--- src/rtl/rrc_ota_wrapper_header_parser_unit_macros.svh ---
// Assertion macros shared by the header parser RTL.
`ifndef RRC_OTA_WRAPPER_HEADER_PARSER_UNIT_MACROS_SVH
`define RRC_OTA_WRAPPER_HEADER_PARSER_UNIT_MACROS_SVH

// Same-cycle implication, checked on every rising edge outside reset.
`define ROHP_ASSERT_NOW(label, ante, cons, msg) \
  label: assert property (@(posedge clk) disable iff (!rst_n) (ante) |-> (cons)) \
    else $error(msg);

// Next-cycle implication, checked on every rising edge outside reset.
`define ROHP_ASSERT_NEXT(label, ante, cons, msg) \
  label: assert property (@(posedge clk) disable iff (!rst_n) (ante) |=> (cons)) \
    else $error(msg);

`endif

--- src/rtl/rohp_pkg.sv ---
// Package: layout table, status codes and decode helpers for the header parser.
package rohp_pkg;

  localparam int unsigned POS_W = 17;
  localparam logic [POS_W-1:0] POS_MAX = '1;

  localparam logic CFG_CELL_ID_LIMIT = 1'b0;
  localparam logic CFG_CHANNEL_LIMIT = 1'b1;

  localparam logic [2:0] STATUS_OK          = 3'd0;
  localparam logic [2:0] STATUS_UNSUPPORTED = 3'd1;
  localparam logic [2:0] STATUS_SHORT       = 3'd2;
  localparam logic [2:0] STATUS_OVERRUN     = 3'd3;
  localparam logic [2:0] STATUS_RANGE       = 3'd4;

  localparam logic [2:0] LAYOUT_NONE   = 3'd0;
  localparam logic [2:0] LAYOUT_BASIC  = 3'd1;
  localparam logic [2:0] LAYOUT_WIDECH = 3'd2;
  localparam logic [2:0] LAYOUT_NR4    = 3'd3;
  localparam logic [2:0] LAYOUT_NR5    = 3'd4;
  localparam logic [2:0] LAYOUT_LONG   = 3'd5;

  localparam logic [7:0] KIND_MASK_TOP = 8'h28;
  localparam logic [7:0] KIND_MASK     = 8'h1F;

  localparam logic [15:0] CELL_ID_LIMIT_RST = 16'd1007;
  localparam logic [31:0] CHANNEL_LIMIT_RST = 32'h1000_0000;

  typedef struct packed {
    logic [4:0] rrc;
    logic [4:0] nr;
    logic [4:0] rb;
    logic [4:0] pci;
    logic [4:0] ch;
    logic       ch4;
    logic [4:0] sfn;
    logic       shift5;
    logic [4:0] typ;
    logic [4:0] len;
    logic [4:0] hdr;
    logic       add;
  } layout_t;

  localparam layout_t LAYOUTS [0:5] = '{
    '{5'd0, 5'd0, 5'd0, 5'd0, 5'd0, 1'b0, 5'd0,  1'b0, 5'd0,  5'd0,  5'd0,  1'b0},
    '{5'd1, 5'd0, 5'd2, 5'd3, 5'd5, 1'b0, 5'd7,  1'b0, 5'd9,  5'd10, 5'd12, 1'b0},
    '{5'd1, 5'd0, 5'd2, 5'd3, 5'd5, 1'b1, 5'd9,  1'b0, 5'd11, 5'd12, 5'd14, 1'b0},
    '{5'd1, 5'd2, 5'd3, 5'd4, 5'd6, 1'b1, 5'd10, 1'b0, 5'd12, 5'd13, 5'd15, 1'b0},
    '{5'd1, 5'd2, 5'd3, 5'd4, 5'd6, 1'b1, 5'd10, 1'b1, 5'd12, 5'd13, 5'd15, 1'b0},
    '{5'd1, 5'd2, 5'd3, 5'd6, 5'd8, 1'b1, 5'd12, 1'b0, 5'd18, 5'd19, 5'd21, 1'b1}
  };

  function automatic logic [2:0] layout_index(input logic [7:0] v);
    logic [2:0] li;
    unique case (v) inside
      8'h02, 8'h03, 8'h04, 8'h06, 8'h07, 8'h08:              li = LAYOUT_BASIC;
      8'h0B:                                                li = LAYOUT_WIDECH;
      8'h09, [8'h0C:8'h10], 8'h13, 8'h14, 8'h16:            li = LAYOUT_NR4;
      [8'h18:8'h1A]:                                        li = LAYOUT_NR5;
      [8'h1B:8'h23]:                                        li = LAYOUT_LONG;
      default:                                              li = LAYOUT_NONE;
    endcase
    return li;
  endfunction

  // Offset the raw type, fold the upper band down, keep only canonical kinds.
  function automatic logic [3:0] kind_of(input logic [7:0] raw, input logic add);
    logic [7:0] v;
    v = raw + {7'd0, add};
    if (v > 8'd8 && v <= KIND_MASK_TOP) begin
      v = v & KIND_MASK;
    end
    return (v >= 8'd1 && v <= 8'd8) ? v[3:0] : 4'd0;
  endfunction

  function automatic logic pos_hit(input logic [POS_W-1:0] p, input logic [4:0] off);
    return p == POS_W'(off);
  endfunction

endpackage

--- src/rtl/rohp_in_if.sv ---
// Interface: byte channel into the header parser.
interface rohp_in_if;
  logic       valid;
  logic       ready;
  logic [7:0] data_byte;
  logic       end_of_packet;

  modport source (output valid, output data_byte, output end_of_packet, input ready);
  modport sink (input valid, input data_byte, input end_of_packet, output ready);
endinterface

--- src/rtl/rohp_out_if.sv ---
// Interface: decoded header channel out of the header parser.
interface rohp_out_if;
  logic        valid;
  logic        ready;
  logic [2:0]  status;
  logic [7:0]  version;
  logic [7:0]  radio_release;
  logic [7:0]  nr_release;
  logic [7:0]  bearer_id;
  logic [15:0] cell_id;
  logic [31:0] channel;
  logic [11:0] frame_number;
  logic [4:0]  subframe;
  logic [3:0]  message_kind;
  logic [15:0] payload_length;
  logic [4:0]  header_length;

  modport source (
    output valid, output status, output version, output radio_release, output nr_release,
    output bearer_id, output cell_id, output channel, output frame_number,
    output subframe, output message_kind, output payload_length, output header_length,
    input ready
  );
  modport sink (
    input valid, input status, input version, input radio_release, input nr_release,
    input bearer_id, input cell_id, input channel, input frame_number,
    input subframe, input message_kind, input payload_length, input header_length,
    output ready
  );
endinterface

--- src/rtl/rrc_ota_wrapper_header_parser_unit.sv ---
// Top level: byte-serial wrapper header parser with one result per packet.
//
// Usage: bytes of one wrapper packet enter on in_chan, one byte per item, the
// version byte first; end_of_packet marks the final byte. For every packet one
// item leaves on out_chan carrying the status and the decoded header fields.
// Limits for the range check are written through cfg_we/cfg_index/cfg_wdata
// (index 0 cell id limit, index 1 channel limit) while the parser is idle.
//
// Throughput: one byte per cycle across packets while out_chan drains.
// Path: the final byte goes straight into the snapshot with the field
// registers; the layout decode and the length and range compares then load
// the result register.
// Stall: when out_chan.ready is low the result register holds, the snapshot
// holds behind it, and in_chan.ready drops only once both are occupied; bytes
// of a following packet keep flowing into the field registers meanwhile.
// Reset (rst_n low, synchronous): byte count and all field registers clear,
// both stages empty, limits return to 1007 and 0x10000000.
`include "rrc_ota_wrapper_header_parser_unit_macros.svh"

module rrc_ota_wrapper_header_parser_unit (
  input  logic        clk,
  input  logic        rst_n,
  rohp_in_if.sink     in_chan,
  rohp_out_if.source  out_chan,
  input  logic        cfg_we,
  input  logic        cfg_index,
  input  logic [31:0] cfg_wdata
);
  import rohp_pkg::*;

  // Configuration registers
  logic [15:0] cell_lim_r;
  logic [31:0] chan_lim_r;

  always_ff @(posedge clk) begin
    if (!rst_n) begin
      cell_lim_r <= CELL_ID_LIMIT_RST;
      chan_lim_r <= CHANNEL_LIMIT_RST;
    end else if (cfg_we) begin
      if (cfg_index == CFG_CELL_ID_LIMIT) begin
        cell_lim_r <= cfg_wdata[15:0];
      end else begin
        chan_lim_r <= cfg_wdata;
      end
    end
  end

  // Handshake across the two stages
  logic snap_v_r, out_v_r;
  logic out_free, snap_free, in_fire;

  assign out_free  = !out_v_r || out_chan.ready;
  assign snap_free = !snap_v_r || out_free;
  assign in_chan.ready = snap_free;
  assign in_fire = in_chan.valid && snap_free;

  // Packet field registers, filled as the bytes go by
  logic [POS_W-1:0] pos_r, pos_nxt, pos_inc;
  logic [7:0]  ver_r, ver_nxt, rrc_r, rrc_nxt, nr_r, nr_nxt, rb_r, rb_nxt;
  logic [7:0]  kraw_r, kraw_nxt;
  logic [15:0] cell_r, cell_nxt, frame_r, frame_nxt, len_r, len_nxt;
  logic [31:0] chan_r, chan_nxt;
  layout_t     lay_cap;
  logic [7:0]  b;

  assign b       = in_chan.data_byte;
  assign lay_cap = LAYOUTS[layout_index(ver_r)];
  assign pos_inc = (pos_r == POS_MAX) ? pos_r : pos_r + POS_W'(1);

  // Captured view of the packet including the byte being taken now
  always_comb begin
    ver_nxt   = ver_r;
    rrc_nxt   = rrc_r;
    nr_nxt    = nr_r;
    rb_nxt    = rb_r;
    cell_nxt  = cell_r;
    chan_nxt  = chan_r;
    frame_nxt = frame_r;
    kraw_nxt  = kraw_r;
    len_nxt   = len_r;
    if (pos_r == '0) begin
      ver_nxt = b;
    end else if (layout_index(ver_r) != LAYOUT_NONE) begin
      if (pos_hit(pos_r, lay_cap.rrc)) rrc_nxt = b;
      if (lay_cap.nr != 5'd0 && pos_hit(pos_r, lay_cap.nr)) nr_nxt = b;
      if (pos_hit(pos_r, lay_cap.rb)) rb_nxt = b;
      if (pos_hit(pos_r, lay_cap.pci)) cell_nxt[7:0] = b;
      if (pos_hit(pos_r, lay_cap.pci + 5'd1)) cell_nxt[15:8] = b;
      if (pos_hit(pos_r, lay_cap.ch)) chan_nxt[7:0] = b;
      if (pos_hit(pos_r, lay_cap.ch + 5'd1)) chan_nxt[15:8] = b;
      if (lay_cap.ch4 && pos_hit(pos_r, lay_cap.ch + 5'd2)) chan_nxt[23:16] = b;
      if (lay_cap.ch4 && pos_hit(pos_r, lay_cap.ch + 5'd3)) chan_nxt[31:24] = b;
      if (pos_hit(pos_r, lay_cap.sfn)) frame_nxt[7:0] = b;
      if (pos_hit(pos_r, lay_cap.sfn + 5'd1)) frame_nxt[15:8] = b;
      if (pos_hit(pos_r, lay_cap.typ)) kraw_nxt = b;
      if (pos_hit(pos_r, lay_cap.len)) len_nxt[7:0] = b;
      if (pos_hit(pos_r, lay_cap.len + 5'd1)) len_nxt[15:8] = b;
    end
    pos_nxt = pos_inc;
  end

  // Advance on each byte; drop all packet state after the final byte
  always_ff @(posedge clk) begin
    if (!rst_n) begin
      pos_r   <= '0;
      ver_r   <= '0;
      rrc_r   <= '0;
      nr_r    <= '0;
      rb_r    <= '0;
      cell_r  <= '0;
      chan_r  <= '0;
      frame_r <= '0;
      kraw_r  <= '0;
      len_r   <= '0;
    end else if (in_fire) begin
      if (in_chan.end_of_packet) begin
        pos_r   <= '0;
        ver_r   <= '0;
        rrc_r   <= '0;
        nr_r    <= '0;
        rb_r    <= '0;
        cell_r  <= '0;
        chan_r  <= '0;
        frame_r <= '0;
        kraw_r  <= '0;
        len_r   <= '0;
      end else begin
        pos_r   <= pos_nxt;
        ver_r   <= ver_nxt;
        rrc_r   <= rrc_nxt;
        nr_r    <= nr_nxt;
        rb_r    <= rb_nxt;
        cell_r  <= cell_nxt;
        chan_r  <= chan_nxt;
        frame_r <= frame_nxt;
        kraw_r  <= kraw_nxt;
        len_r   <= len_nxt;
      end
    end
  end

  // Snapshot of a finished packet, waiting for the decode stage
  logic [POS_W-1:0] s_cnt_r;
  logic [7:0]  s_ver_r, s_rrc_r, s_nr_r, s_rb_r, s_kraw_r;
  logic [15:0] s_cell_r, s_frame_r, s_len_r;
  logic [31:0] s_chan_r;
  logic        snap_load;

  assign snap_load = in_fire && in_chan.end_of_packet;

  always_ff @(posedge clk) begin
    if (!rst_n) begin
      snap_v_r <= 1'b0;
    end else if (snap_free) begin
      snap_v_r <= snap_load;
    end
  end

  always_ff @(posedge clk) begin
    if (snap_load) begin
      s_cnt_r   <= pos_nxt;
      s_ver_r   <= ver_nxt;
      s_rrc_r   <= rrc_nxt;
      s_nr_r    <= nr_nxt;
      s_rb_r    <= rb_nxt;
      s_cell_r  <= cell_nxt;
      s_chan_r  <= chan_nxt;
      s_frame_r <= frame_nxt;
      s_kraw_r  <= kraw_nxt;
      s_len_r   <= len_nxt;
    end
  end

  // Decode stage: layout, status and field formatting
  logic [2:0]       s_li;
  layout_t          lay_s;
  logic [POS_W-1:0] need;
  logic [2:0]       st_nxt;
  logic [7:0]       rrc_o, nr_o, rb_o;
  logic [15:0]      cell_o, len_o;
  logic [31:0]      chan_o;
  logic [11:0]      fn_o;
  logic [4:0]       sf_o, hdr_o;
  logic [3:0]       kind_o;

  assign s_li  = layout_index(s_ver_r);
  assign lay_s = LAYOUTS[s_li];
  assign need  = POS_W'(lay_s.hdr) + POS_W'(s_len_r);

  always_comb begin
    st_nxt = STATUS_OK;
    rrc_o  = '0;
    nr_o   = '0;
    rb_o   = '0;
    cell_o = '0;
    chan_o = '0;
    fn_o   = '0;
    sf_o   = '0;
    kind_o = '0;
    len_o  = '0;
    hdr_o  = '0;
    if (s_li == LAYOUT_NONE) begin
      st_nxt = STATUS_UNSUPPORTED;
    end else if (s_cnt_r < POS_W'(lay_s.hdr)) begin
      st_nxt = STATUS_SHORT;
      hdr_o  = lay_s.hdr;
    end else begin
      if (need > s_cnt_r) begin
        st_nxt = STATUS_OVERRUN;
      end else if (s_cell_r > cell_lim_r || s_chan_r > chan_lim_r) begin
        st_nxt = STATUS_RANGE;
      end
      rrc_o  = s_rrc_r;
      nr_o   = (lay_s.nr != 5'd0) ? s_nr_r : 8'd0;
      rb_o   = s_rb_r;
      cell_o = s_cell_r;
      chan_o = s_chan_r;
      if (lay_s.shift5) begin
        fn_o = {1'b0, s_frame_r[15:5]};
        sf_o = s_frame_r[4:0];
      end else begin
        fn_o = s_frame_r[15:4];
        sf_o = {1'b0, s_frame_r[3:0]};
      end
      kind_o = kind_of(s_kraw_r, lay_s.add);
      len_o  = s_len_r;
      hdr_o  = lay_s.hdr;
    end
  end

  // Result register
  logic [2:0]  o_st_r;
  logic [7:0]  o_ver_r, o_rrc_r, o_nr_r, o_rb_r;
  logic [15:0] o_cell_r, o_len_r;
  logic [31:0] o_chan_r;
  logic [11:0] o_fn_r;
  logic [4:0]  o_sf_r, o_hdr_r;
  logic [3:0]  o_kind_r;

  always_ff @(posedge clk) begin
    if (!rst_n) begin
      out_v_r <= 1'b0;
    end else if (out_free) begin
      out_v_r <= snap_v_r;
    end
  end

  always_ff @(posedge clk) begin
    if (out_free && snap_v_r) begin
      o_st_r   <= st_nxt;
      o_ver_r  <= s_ver_r;
      o_rrc_r  <= rrc_o;
      o_nr_r   <= nr_o;
      o_rb_r   <= rb_o;
      o_cell_r <= cell_o;
      o_chan_r <= chan_o;
      o_fn_r   <= fn_o;
      o_sf_r   <= sf_o;
      o_kind_r <= kind_o;
      o_len_r  <= len_o;
      o_hdr_r  <= hdr_o;
    end
  end

  assign out_chan.valid          = out_v_r;
  assign out_chan.status         = o_st_r;
  assign out_chan.version        = o_ver_r;
  assign out_chan.radio_release  = o_rrc_r;
  assign out_chan.nr_release     = o_nr_r;
  assign out_chan.bearer_id      = o_rb_r;
  assign out_chan.cell_id        = o_cell_r;
  assign out_chan.channel        = o_chan_r;
  assign out_chan.frame_number   = o_fn_r;
  assign out_chan.subframe       = o_sf_r;
  assign out_chan.message_kind   = o_kind_r;
  assign out_chan.payload_length = o_len_r;
  assign out_chan.header_length  = o_hdr_r;

  // Checks
  `ROHP_ASSERT_NEXT(a_last_fills_snap, snap_load, snap_v_r,
                    "final byte did not reach the snapshot stage")
  `ROHP_ASSERT_NEXT(a_last_clears_count, snap_load, pos_r == '0,
                    "byte count not cleared after the final byte")
  `ROHP_ASSERT_NEXT(a_mid_byte_counts, in_fire && !in_chan.end_of_packet, pos_r != '0,
                    "byte count failed to advance within a packet")
  `ROHP_ASSERT_NEXT(a_snap_kept, snap_v_r && !out_free, snap_v_r,
                    "pending packet snapshot lost during output stall")
  `ROHP_ASSERT_NOW(a_status_legal, out_v_r, o_st_r <= STATUS_RANGE,
                   "result status outside the defined codes")

endmodule

--- src/flat_wrapper.sv ---
// flat-port wrapper written by rule: the top's interface ports become plain ports
module rrc_ota_wrapper_header_parser_unit_flat import rohp_pkg::*;
  (clk, rst_n, cfg_we, cfg_index, cfg_wdata, in_chan_valid, in_chan_data_byte, in_chan_end_of_packet, in_chan_ready, out_chan_valid, out_chan_status, out_chan_version, out_chan_radio_release, out_chan_nr_release, out_chan_bearer_id, out_chan_cell_id, out_chan_channel, out_chan_frame_number, out_chan_subframe, out_chan_message_kind, out_chan_payload_length, out_chan_header_length, out_chan_ready);
  rohp_in_if in_chan_i ();
  rohp_out_if out_chan_i ();
  input  logic clk;
  input  logic rst_n;
  input  logic cfg_we;
  input  logic cfg_index;
  input  logic [31:0] cfg_wdata;
  input wire logic [$bits(in_chan_i.valid)-1:0] in_chan_valid;
  input wire logic [$bits(in_chan_i.data_byte)-1:0] in_chan_data_byte;
  input wire logic [$bits(in_chan_i.end_of_packet)-1:0] in_chan_end_of_packet;
  output wire logic [$bits(in_chan_i.ready)-1:0] in_chan_ready;
  output wire logic [$bits(out_chan_i.valid)-1:0] out_chan_valid;
  output wire logic [$bits(out_chan_i.status)-1:0] out_chan_status;
  output wire logic [$bits(out_chan_i.version)-1:0] out_chan_version;
  output wire logic [$bits(out_chan_i.radio_release)-1:0] out_chan_radio_release;
  output wire logic [$bits(out_chan_i.nr_release)-1:0] out_chan_nr_release;
  output wire logic [$bits(out_chan_i.bearer_id)-1:0] out_chan_bearer_id;
  output wire logic [$bits(out_chan_i.cell_id)-1:0] out_chan_cell_id;
  output wire logic [$bits(out_chan_i.channel)-1:0] out_chan_channel;
  output wire logic [$bits(out_chan_i.frame_number)-1:0] out_chan_frame_number;
  output wire logic [$bits(out_chan_i.subframe)-1:0] out_chan_subframe;
  output wire logic [$bits(out_chan_i.message_kind)-1:0] out_chan_message_kind;
  output wire logic [$bits(out_chan_i.payload_length)-1:0] out_chan_payload_length;
  output wire logic [$bits(out_chan_i.header_length)-1:0] out_chan_header_length;
  input wire logic [$bits(out_chan_i.ready)-1:0] out_chan_ready;
  assign in_chan_i.valid = in_chan_valid;
  assign in_chan_i.data_byte = in_chan_data_byte;
  assign in_chan_i.end_of_packet = in_chan_end_of_packet;
  assign in_chan_ready = in_chan_i.ready;
  assign out_chan_valid = out_chan_i.valid;
  assign out_chan_status = out_chan_i.status;
  assign out_chan_version = out_chan_i.version;
  assign out_chan_radio_release = out_chan_i.radio_release;
  assign out_chan_nr_release = out_chan_i.nr_release;
  assign out_chan_bearer_id = out_chan_i.bearer_id;
  assign out_chan_cell_id = out_chan_i.cell_id;
  assign out_chan_channel = out_chan_i.channel;
  assign out_chan_frame_number = out_chan_i.frame_number;
  assign out_chan_subframe = out_chan_i.subframe;
  assign out_chan_message_kind = out_chan_i.message_kind;
  assign out_chan_payload_length = out_chan_i.payload_length;
  assign out_chan_header_length = out_chan_i.header_length;
  assign out_chan_i.ready = out_chan_ready;
  rrc_ota_wrapper_header_parser_unit u_core (.clk(clk), .rst_n(rst_n), .in_chan(in_chan_i), .out_chan(out_chan_i), .cfg_we(cfg_we), .cfg_index(cfg_index), .cfg_wdata(cfg_wdata));
endmodule
--- config.mk ---
export PLATFORM = sky130hd
export DESIGN_NAME = rrc_ota_wrapper_header_parser_unit_flat
export DESIGN_NICKNAME = d
export VERILOG_FILES = /design/src/rtl/rohp_pkg.sv /design/src/rtl/rohp_in_if.sv /design/src/rtl/rohp_out_if.sv /design/src/rtl/rrc_ota_wrapper_header_parser_unit.sv /design/src/flat_wrapper.sv
export VERILOG_INCLUDE_DIRS = /design/src /design/src/rtl
export SDC_FILE = /design/constraint.sdc
export NUM_CORES = 1
export LEC_CHECK = 0
export BUFFER_PORTS_ARGS = -buffer_cell sky130_fd_sc_hd__clkbuf_2
export CAP_MARGIN = 20
export CORE_UTILIZATION = 65
export CTS_CLUSTER_DIAMETER = 100
export DETAILED_ROUTE_END_ITERATION = 12
export GPL_TIMING_DRIVEN = 0
export PLACE_DENSITY = 0.86
export SYNTH_ARGS = -nofsm -noshare
export SYNTH_HDL_FRONTEND = slang
export SYNTH_SLANG_ARGS = --single-unit
--- constraint.sdc ---
create_clock -name clk -period 12 [get_ports clk]
set_input_delay 1.8 -clock clk [delete_from_list [all_inputs] [get_ports clk]]
set_output_delay 1.8 -clock clk [all_outputs]
set_load 0.03 [all_outputs]
# After elaboration in Yosys (flattened, before gate mapping)
# Memory sizes are Yosys's and may differ from the RTL's.
# Index checks and enable logic that the tools add are counted.
# Widths: inputs -> output; s select.
[op_classes]
n_addsub = 9
magnitude_cmp = 22
n_eq_ne = 37
n_mux = 56
bitwise = 6
reduce_logical = 36
[ops]
columns = ["operator", "count"]
rows = [
  ["$mux 8", 31],
  ["$eq 17x5->1", 14],
  ["$mux 16", 9],
  ["$mux 32", 3],
  ["$mux 48", 2],
  ["$mux 43", 2],
  ["$eq 8x3->1 const B", 6],
  ["$eq 8x4->1 const B", 6],
  ["$eq 8x5->1 const B", 6],
  ["$mux 17", 2],
  ["$eq 8x2->1 const B", 4],
  ["$ge 8x5->1 const B", 4],
  ["$gt 32x32->1", 1],
  ["$le 8x5->1 const B", 4],
  ["$pmux 3 s5", 2],
  ["$le 8x6->1 const B", 3],
  ["$add 5x1->5 const B", 4],
  ["$add 17x1->17 const B", 1],
  ["$add 5x16->17", 1],
  ["$eq 17x17->1 const B", 1],
  ["$gt 17x17->1", 1],
  ["$logic_not 17->1", 1],
  ["$lt 17x5->1", 1],
  ["$ge 8x4->1 const B", 2],
  ["23 further kinds", 55],
]
[totals]
regBits = 449
rom_bits = 768
input_bits = 47
out_inout_bits = 127
elab_cells = 207
memories = 2
[memory_table]
columns = ["name", "words", "width", "read_ports", "rd_ports_with_merged_regs", "write_ports", "line", "rtl"]
rows = [
  ["(name not given)", 8, 48, 1, 0, 0, "rrc_ota_wrapper_header_parser_unit.sv:67", "assign lay_cap = LAYOUTS[layout_index(ver_r)];"],
  ["(name not given)", 8, 48, 1, 0, 0, "rrc_ota_wrapper_header_parser_unit.sv:187", "assign lay_s = LAYOUTS[s_li];"],
]

# Depth between registers and ports, before layout
[logic_depth]
ltp_word = 18
depth_mapped = 22
ltp_nobuf = 21

# Worst setup path before layout
# OpenSTA, ideal clock, no wires.
[synth_path]
path_type = "input to register"
start = "input port out_chan_ready"
end = "register u_core.o_rb_r[0], in the netlist u_core.out_chan.bearer_id[0], enable pin"
setup_ns = 0.626
arrival_ns = 7.396
t_required_ns = 11.374
slack_ns = 3.978
stages = 2
n_path_buf = 0
cell_sequence = "nor2b_1 -> nor2b_1"
[synth_via]
elab_chain_len = 2
[synth_lines]
columns = ["element", "line", "rtl"]
rows = [
  ["start: declaration", "flat_wrapper.sv:28", "input wire logic [$bits(out_chan_i.ready)-1:0] out_chan_ready;"],
  ["$logic_or 1x1->1", "rrc_ota_wrapper_header_parser_unit.sv:52", "assign out_free = !out_v_r || out_chan.ready;"],
  ["$logic_and 1x1->1", "rrc_ota_wrapper_header_parser_unit.sv:249", "if (out_free && snap_v_r) begin"],
  ["end signal: assignment", "rrc_ota_wrapper_header_parser_unit.sv:254", "o_rb_r <= rb_o;"],
  ["end: declaration", "rrc_ota_wrapper_header_parser_unit.sv:233", "logic [7:0] o_ver_r, o_rrc_r, o_nr_r, o_rb_r;"],
]
# Every way passes these cells.
# A chain may end at the register's enable or synchronous reset.

==> results.py <==
metrics = {
    "power": {
        "combinationalPowerShare_pct": 9.0,
        "power.share.switching_pct": 23.5,
        "seqPwrFrac_pct": 48.5,
        "pwr-share-clk_pct": 42.5,
        "ir_drop_mv": 0.110,
        "power_density_nw_per_um2": 141,
        "intPower_w": 0.00266,
        "switching_power_w": 0.000819,
        "p_leak_nw": 9.75,
    },
    "setup_path": {
        "critPathLaunchType": "flop",
        "cp.arrival_ns": 6.41,
        "path_class": "flop to flop",
        "reg2reg_from": "u_core.s_ver_r[0]",
        "r2r_setup_slack_ns": 5.85,
        "cpMaxStageDelayCell": "or4_1",
        "path_max_fanout": 10,
        "rr_worst_depth": 21,
        "crit_chain": "buf_2 -> or2_2 -> o21ai_0 -> a221o_1 -> a31oi_1 -> inv_1 -> ha_1 -> fa_1 -> a21o_1 -> a21oi_1 -> nor2b_1 -> o21ai_0 -> nor2_1 -> nand2_1 -> xnor2_1 -> ha_1 -> nand4_1 -> or2_2 -> or4_1 -> o211ai_1 -> a21oi_1",
        "timing.rr.end": "u_core.out_chan.status[1]",
        "required_ns": 12.26,
        "end_kind": "flop",
        "cp_slowest_stage_delay_ns": 0.52,
    },
    "floorplanning": {
        "num_rows": 66,
        "die_y_um": 184,
        "num_io_pins": 174,
        "dieArea_um2": 33900,
        "core_um2": 32500,
        "start_util_pct": 66.2,
        "die_x_um": 184,
    },
    "layout": {
        "layout-area-overhead-vs-synth_pct": 14.3,
        "final_cells": 2618,
        "layout-drive-gt1-share_pct": 20.3,
        "diodes": 0,
        "utilization_pct": 75.7,
        "fin_nets": 2279,
    },
    "grt": {
        "grt_max_degree": 74,
        "grt_usage_pct": 33.8,
        "grt_pass1_wl_um": 86700,
        "grt_pass1_vias": 15861,
        "antenna_found_initial": 3,
        "grt-ovfl-total": 0,
    },
    "drt": {
        "drt_iter0_markers": 1864,
        "post_drt_wl_per_cell_um": 21.9,
        "detail-route-antenna-nets": 0,
        "vias_per_cell": 6.23,
        "drc": 0,
        "totalWireLength_um": 57200,
        "dr.pass1.iters": 6,
        "vias": 16317,
    },
    "clocking": {
        "tritoncts": "yes",
        "cts.sinks": 449,
        "cts_resized": 0,
        "clk_path_buf_depth": 3,
        "clk_pin_slew_ns": 0.07,
        "postCtsSetupBuffers": 0,
        "clock_latency_ns": 0.55,
        "cts_made_buffers": 44,
        "holdBufCountCts": 0,
        "h-tree-depth": 2,
        "cts_root_buffer": "clkbuf_16",
    },
    "yosys": {
        "synthCells": 1916,
        "async_reset_ff_share_pct": 0,
        "synth.area.top_cells": "edfxtp_1 (37%), dfxtp_1 (17%), mux2_2 (6.3%)",
        "synthesis.nets": 2055,
        "synth_top_cells_by_count": "edfxtp_1 (262), nand2_1 (234), dfxtp_1 (187), mux2_2 (120), ha_1 (91)",
        "synth-main-ff-cell": "edfxtp_1",
        "synth_edf_count": 262,
        "yosys_warnings": 0,
        "synth_seq_area_share_pct": 53.9,
        "yosysTopAreaCellShare_pct": 36.5,
        "syn_avg_cell_area_um2": 11.2,
        "synth.distinct_cells": 90,
        "yosysMostFrequentCell": "edfxtp_1",
        "syn_area_um2": 21500,
        "yosys.area.top_type": "edfxtp_1",
        "ys_seq_elements": 449,
    },
    "timing": {
        "max_freq_mhz": 163,
        "slew_headroom_pct": 39.2,
        "period_minus_slack_ns": 6.15,
        "worst_pin_slew_ns": 0.911,
        "post-route-period-util_pct": 51.2,
        "rsz0062_at_grt": "no",
        "setup_viol": 0,
        "fin_setup_tns_ns": 0,
        "layout_setup_ws_ns": 5.85,
        "finClkSkew_ns": 0.0102,
        "hold_viol": 0,
        "slew_viol_final": 0,
    },
    "min_path": {
        "holdPathStages": 2,
        "hp-class": "flop to flop",
        "hold_end": "u_core.len_r[0]",
        "min-delay-start": "u_core.len_r[0]",
    },
    "placed_design": {
        "place_ws_ns": 6.01,
        "placed_cells": 2535,
        "hpwl_um": 40800,
        "gp_congestion": 0.952,
        "port_buffers": 172,
    },
    "outcome": {
        "outcome": "complete, no violations",
    },
    "run": {
        "maxCapViolations": 0,
    },
}
==> worst max path at each step <==
stage / startpoint / end / slack [ns] / depth (start not counted)
after floorplan: out_chan_ready / u_core.out_chan.bearer_id[0] / 3.98 / 2
after global placement: out_chan_ready / u_core.out_chan.nr_release[6] / 1.83 / 3
after detailed placement: u_core.s_ver_r[2] / u_core.out_chan.status[1] / 6.01 / 20
after CTS: u_core.s_ver_r[2] / u_core.out_chan.status[0] / 5.87 / 20
after global routing: u_core.s_ver_r[0] / u_core.out_chan.status[1] / 5.53 / 21
final: u_core.s_ver_r[0] / u_core.out_chan.status[1] / 5.85 / 21
==> state kept, by name, summed over array words and instances (netlist names), 12 cells and up <==
signal                          cells
u_core.cell_lim_r                  16
u_core.cell_r                      16
u_core.chan_lim_r                  32
u_core.chan_r                      32
u_core.frame_r                     16
u_core.len_r                       16
u_core.out_chan.cell_id            16
u_core.out_chan.channel            32
u_core.out_chan.frame_number       12
u_core.out_chan.payload_length     16
u_core.pos_r                       17
u_core.s_cell_r                    16
u_core.s_chan_r                    32
u_core.s_cnt_r                     17
u_core.s_frame_r                   16
u_core.s_len_r                     16
==> layer usage <==
metal	GRT usage, %	up-vias	part of all wire [%]
li1	-	7364	-
met1	42.9	7754	38
met2	54.1	960	46
met3	7.41	237	10
met4	18.0	2	5.6
met5	0.593	-	0.026
==> area by class of cell <==
cell class / instances / area (um^2)
multi-input combinational: 1258 / 8960
clock buffer: 60 / 1230
sequential: 449 / 11600
fill: 2074 / 7920
clock inverter: 22 / 322
tap: 442 / 553
timing repair buffer: 178 / 958
inverter: 94 / 359
buffer: 115 / 617
==> power by group through the flow <==
stage / Combinational [W] / Clock, W / Sequential [W]
2_1_floorplan: 0.000180 / 0 / 0.00174
3_3_place_gp: 0.000289 / 0 / 0.00173
3_5_place_dp: 0.000302 / 0 / 0.00172
4_1_cts: 0.000306 / 0.00148 / 0.00169
5_1_grt: 0.000334 / 0.00154 / 0.00169
6_report: 0.000314 / 0.00148 / 0.00169
==> through the flow <==
step | total power (W) | hold slack [ns] | cell area (um^2)
2_1_floorplan | 0.00192 | 0.421 | 21500
3_3_place_gp | 0.00202 | 0.439 | 23000
3_5_place_dp | 0.00202 | 0.445 | 23100
4_1_cts | 0.00348 | 0.453 | 24600
5_1_grt | 0.00357 | 0.474 | 24600
6_report | 0.00348 | 0.460 | 24600
==> worst max-delay path, delay by kind of cell (launching register included) <==
kind	cells	cell delay (ns)
buffers and inverters	2	0.58
flip-flops	1	0.40
AND/OR/NAND/NOR	7	1.44
AO/OA/AOI/OAI	8	2.32
XOR/XNOR	1	0.09
adder cells (fa/ha/maj)	3	1.05
==> cells in the final DEF, fill, tap and decap left out, drive strengths merged, types with 22 or more instances in the layout <==
master / n
clkbuf: 316
inv: 93
a21boi: 54
dfxtp: 187
and3: 28
nor3: 25
nor2b: 56
a21oi: 40
and2: 90
o21ai: 48
o22ai: 51
a22oi: 40
ha: 91
nor2: 38
nand2: 234
a21o: 24
mux2: 120
buf: 35
xor2: 22
nand3: 55
nand4: 32
xnor2: 35
edfxtp: 262
==> cells by family (layout without fill, tap and decap cells) <==
family	after synthesis	after routing	share of synthesized area, %
buffers and inverters	209	469	4.51
adders and majority gates	92	92	5.38
AOI/OAI and AO/OA	343	343	11.3
DFF	449	449	53.9
muxes	141	141	7.25
and+or+nand+nor	624	624	15.2
xor gates and xnor gates	58	58	2.46
No activity file was read; power rests on OpenSTA's default activity.
